[src/rtl/core/vlbc_pkg.sv]
// ----------------------------------------------------------------------------
// vlbc_pkg: shared types and constants of the vertical line buffer filter
// Tap count, line memory geometry, register map, pipeline control struct.
// ----------------------------------------------------------------------------
`default_nettype none

package vlbc_pkg;

  localparam int TAPS      = 3;
  localparam int MAX_WIDTH = 1024;
  localparam int LINES     = TAPS - 1;
  localparam int NUM_COEFF = 5;

  localparam int COL_W  = $clog2(MAX_WIDTH);
  localparam int EW_W   = COL_W + 1;
  localparam int FW_W   = 11;
  localparam int FH_W   = 16;
  localparam int FHX_W  = FH_W + 1;
  localparam int DATA_W = 32;
  localparam int ADDR_W = 5;
  localparam int IDX_W  = 3;

  // register indexes (byte address / 4)
  localparam logic [IDX_W-1:0] REG_FRAME_WIDTH  = 3'd0;
  localparam logic [IDX_W-1:0] REG_FRAME_HEIGHT = 3'd1;
  localparam logic [IDX_W-1:0] REG_COEFF_0      = 3'd2;
  localparam logic [IDX_W-1:0] REG_COEFF_1      = 3'd3;
  localparam logic [IDX_W-1:0] REG_COEFF_2      = 3'd4;
  localparam logic [IDX_W-1:0] REG_COEFF_3      = 3'd5;
  localparam logic [IDX_W-1:0] REG_COEFF_4      = 3'd6;

  typedef logic signed [DATA_W-1:0] word_t;
  typedef word_t [TAPS-1:0]         tap_vec_t;
  typedef word_t [LINES-1:0]        line_vec_t;
  typedef logic [COL_W-1:0]         col_t;

  // per-stage load enables, one per pipeline register rank
  typedef struct packed {
    logic load_s1;
    logic load_s2;
    logic load_s3;
    logic load_out;
  } pipe_ctrl_t;

  // width in use: zero acts as one, clamp to the line memory depth
  function automatic logic [EW_W-1:0] eff_width(input logic [FW_W-1:0] fw);
    logic [EW_W-1:0] r;
    if (fw == '0) begin
      r = EW_W'(1);
    end else if (32'(fw) > 32'(MAX_WIDTH)) begin
      r = EW_W'(MAX_WIDTH);
    end else begin
      r = EW_W'(fw);
    end
    return r;
  endfunction

  function automatic logic [FHX_W-1:0] eff_height(input logic [FH_W-1:0] fh);
    logic [FHX_W-1:0] r;
    if (fh == '0) begin
      r = FHX_W'(1);
    end else begin
      r = FHX_W'(fh);
    end
    return r;
  endfunction

endpackage

`default_nettype wire

[src/rtl/core/vlbc_mac.sv]
// ----------------------------------------------------------------------------
// vlbc_mac: tap multipliers and sum
// One registered rank of 32x32 products (low word), then the wrapped sum.
// ----------------------------------------------------------------------------
`default_nettype none

module vlbc_mac (
  input  wire logic                 clk,
  input  wire vlbc_pkg::pipe_ctrl_t ctrl,
  input  wire vlbc_pkg::tap_vec_t   win_in,
  input  wire vlbc_pkg::tap_vec_t   coeff_in,
  output vlbc_pkg::word_t           sum_out
);

  vlbc_pkg::tap_vec_t prod3_r;
  vlbc_pkg::word_t    sum_r;
  vlbc_pkg::word_t    sum_nxt;

  always_comb begin
    sum_nxt = '0;
    for (int i = 0; i < vlbc_pkg::TAPS; i++) begin
      sum_nxt = vlbc_pkg::word_t'(sum_nxt + prod3_r[i]);
    end
  end

  always_ff @(posedge clk) begin
    if (ctrl.load_s3) begin
      for (int i = 0; i < vlbc_pkg::TAPS; i++) begin
        prod3_r[i] <= vlbc_pkg::word_t'(win_in[i] * coeff_in[i]);
      end
    end
    if (ctrl.load_out) begin
      sum_r <= sum_nxt;
    end
  end

  assign sum_out = sum_r;

endmodule

`default_nettype wire

[config.mk]
export PLATFORM = sky130hd
export DESIGN_NAME = vlbc_mac
export DESIGN_NICKNAME = d
export VERILOG_FILES = /design/src/rtl/core/vlbc_pkg.sv /design/src/rtl/core/vlbc_mac.sv
export SDC_FILE = /design/constraint.sdc
export NUM_CORES = 2
export LEC_CHECK = 0
export BUFFER_PORTS_ARGS = -buffer_cell sky130_fd_sc_hd__clkbuf_2
export CAP_MARGIN = 20
export CORE_UTILIZATION = 60
export CTS_CLUSTER_DIAMETER = 80
export DETAILED_ROUTE_END_ITERATION = 8
export PLACE_DENSITY = 0.84
export SLEW_MARGIN = 20
export SYNTH_ARGS = -nofsm -noshare
export SYNTH_HDL_FRONTEND = slang
export SYNTH_SLANG_ARGS = --single-unit
[constraint.sdc]
create_clock -name clk -period 9.7 [get_ports clk]
set_input_delay 1.94 -clock clk [delete_from_list [all_inputs] [get_ports clk]]
set_output_delay 1.94 -clock clk [all_outputs]
set_load 0.02 [all_outputs]
==> impl_results.md <==
- Period Utilization, post-route: 92.30%
- Run status: finished clean
- Yosys warnings: 0
- Via count of the routed design: 39.65k
- Clock Skews: 15.47 ps
- Number of max-capacitance violations reported: 0
- Endpoint arrival time on the critical path: 9110 ps
- Timing endpoint of the critical path: prod3_r[30]
- Pre-antenna DRT Iters: 6
- Number of primary I/O pins: 229
- Setup TNS: 0 ps
- Number of failing hold endpoints at the final stage: 0
- Detailed-route vias per instance: 5.690
- Most numerous cell in the Yosys netlist: inv_1
- Relative area change from synthesis to final layout: 4.560%
- Top post-synthesis cells by area: fa_1 (46%), and2_1 (12%), ha_1 (11%)
- Count of nets after finishing: 7,711
- Maximum count of clock buffers along a single path: 2
- Cell Rows: 110
- Library cell contributing the largest single delay on the critical path: fa_1
- Headroom to the max-slew limit: 39.62%
- Share of post-route cells with drive strength above 1: 5.320%
- Reg-to-reg critical path startpoint: prod3_r[2]
- Proportion of synthesized flip-flops having asynchronous set or reset: 0%
- GRT Residual Overflow: 0
- CP Launch Type: input port
- Dominant cell type by area after synthesis: fa_1
- DRC marker count from the first detailed-route iteration: 3,273
- Post-detail-place hpwl: 112.5 mm
- Post-CTS Setup Inserts: 0
- Clk sink count: 128
- Fillers: 7,110
- Net Count, Synth: 7,684
- Hold-fix buffers, CTS: 0
- Sequential area share after synthesis: 7.053%
- Biggest cell delay along the critical path: 600 ps
- Synthesized instance count: 5,751
- # H-tree levels: 4
- TritonCTS clock tree: done
- Ys flop type: edfxtp_1
- Highest clock frequency the design can meet: 111.7 MHz
- Crit Path Class: in2reg
- Unrepaired setup endpoints after global routing: no
- Total Die Area: 92,030 sq um
- Cell type with the highest occurrence count on the critical path: fa_1
- Syn_area_per_cell: 9.475 sq um
- Maximum number of pins on one net before global-route repair: 94
- Chip Height: 303.4 um
- Clock input transition at the sequential cells of the worst setup and hold paths: 60 ps
- Via count of the first global-routing pass: 43.46k
- Initial core utilization: 60.54%
- Area fraction of the dominant cell type after synthesis: 46.14%
- Count of unique library cells instantiated by Yosys: 61
- GPL Wtd Cong: 0.9401
- Remaining antenna violation count after routing: 0
- Worst endpoint required time: 9860 ps
- Root buffer cell: clkbuf_16
- Worst skew pair latency: 420 ps
- Placeable core region: 90,010 sq um
- Launching instance or port of the critical path: coeff_in[5]
- Global-route wire length before repair: 227.1 mm
- Resized cells post-CTS: 0
- Cell area after synthesis: 54,490 sq um
- End of the worst register-to-register path: sum_out[30]
- DRC violation count after routing: 0
- Minimum setup slack among reg-to-reg paths: 5480 ps
- Routed length per placed instance: 20.40 um
- Pins over their slew limit: 0
- Crit path max fanout: 26
- Port Buffer Count: 226
- Number of buffers created by CTS: 17
- Synth cell count leaders: inv_1 (1,307), fa_1 (1,256), and2_1 (1,010)
- Path category of the worst min-delay check: reg2reg
- Yosys reg bits: 128
- Die Span X: 303.4 um
- Transition time at the pin with the least slew margin: 905.7 ps
- Time the final worst path needs with I/O delays and setup: 8953 ps
- Final-report setup violation count: 0
- Number of enable flip-flop cells after synthesis: 128
- CP Capture Type: flip-flop
- Worst reg-to-reg path cell count: 11
- Initial antenna violation count: 5
- Chain of cells forming the critical path: clkbuf_2 -> and2_1 -> fa_1 -> fa_1 -> fa_1 -> inv_1 -> fa_1 -> inv_1 -> fa_1 -> inv_1 -> fa_1 -> inv_1 -> fa_1 -> fa_1 -> ha_1 -> inv_1 -> o21ai_0 -> a21oi_1 -> o21ai_0 -> nor3_1 -> o21a_1 -> nor4_1 -> nor4_1 -> nand4b_1
- Total routing usage reported by global routing: 32.12%
- Wire length reported by the detailed router: 142.1 mm
## critical path: cells and delay by family
family,cells,cell delay [ps]
adders and majority gates,9,4420
and+or+nand+nor,5,1290
buffers and inverters,6,770
AOI/OAI and AO/OA,4,660
## layout by cell type (no fill, tap or decap), drive strengths merged, types with 5 or more instances in the layout
master / synthesis / layout
a211oi: 9 / 9
a21o: 36 / 36
a21oi: 86 / 86
a31oi: 9 / 9
and2: 1010 / 1010
and3: 7 / 7
buf: 1 / 39
clkbuf: 255 / 242
clkinv: 0 / 6
edfxtp: 128 / 128
fa: 1256 / 1256
ha: 480 / 480
inv: 1307 / 1309
nand2: 617 / 617
nand2b: 17 / 17
nand3: 23 / 23
nand4: 5 / 5
nor2: 57 / 57
nor2b: 9 / 9
nor3: 15 / 15
o211ai: 6 / 6
o21a: 17 / 17
o21ai: 39 / 39
o21bai: 14 / 14
o22ai: 6 / 6
o31ai: 8 / 8
or3: 5 / 5
xnor2: 229 / 229
xor2: 55 / 55
## metrics by stage
stage	worst slack (ps)	cell area (sq um)	cells	hold WS [ps]	utilization, %
2_1_floorplan	1295	54490	5751	680.3	-
5_1_grt	524.3	56970	6966	878.0	63.29
3_3_place_gp	603.9	56420	6935	790.8	62.68
4_1_cts	836.2	56960	6965	817.7	63.29
6_report	746.8	56980	6969	819.7	63.30
3_5_place_dp	391.1	56420	6935	798.9	62.68
## registers in the layout, summed over array words and instances, names as in the netlist
name	flops
prod3_r	96
sum_out	32
## cell type report
| type | instances | area, sq um | area share [%] |
|---|---|---|---|
| inverter | 1307 | 4906 | 8.610 |
| tap | 1176 | 1471 | 2.582 |
| multi-input combinational | 4060 | 44780 | 78.60 |
| timing repair buffer | 264 | 1423 | 2.497 |
| sequential | 128 | 3844 | 6.746 |
| antenna | 4 | 10.01 | 0.01757 |
| clock buffer | 17 | 425.4 | 0.7466 |
| clock inverter | 13 | 116.4 | 0.2042 |
## how the worst min path moves through the flow
stage | endpoint | depth (start not counted) | startpoint | slack [ps]
6_report | sum_out[0] | 3 | prod3_r[32] | 820
5_1_grt | sum_out[0] | 3 | prod3_r[32] | 880
4_1_cts | sum_out[0] | 3 | prod3_r[32] | 820
3_5_place_dp | sum_out[0] | 3 | prod3_r[32] | 800
3_3_place_gp | sum_out[0] | 3 | prod3_r[32] | 790
2_1_floorplan | sum_out[1] | 2 | prod3_r[65] | 680
## metal layers
layer	up-vias	wire [um]	track usage (%)
met3	516	14840	7.461
met5	-	97	1.139
met4	8	6572	13.25
met2	2074	68600	53.20
li1	16860	-	-
met1	20200	52040	40.61
## kinds of logic (layout without fill, tap and decap cells)
kind of cell / after synthesis / count (layout) / share of synthesized area (%)
compound gates: 265 / 265 / 3.242
xor+xnor: 284 / 284 / 4.565
fa+ha+maj: 1736 / 1736 / 57.16
buf+inv: 1563 / 1601 / 10.77
flops: 128 / 128 / 7.053
other cells: 0 / 4 / 0
simple gates: 1775 / 1775 / 17.21
Power is left out: the tool's default activity adds up to more than one toggle a clock period on the data nets, which glitch-free logic cannot reach.
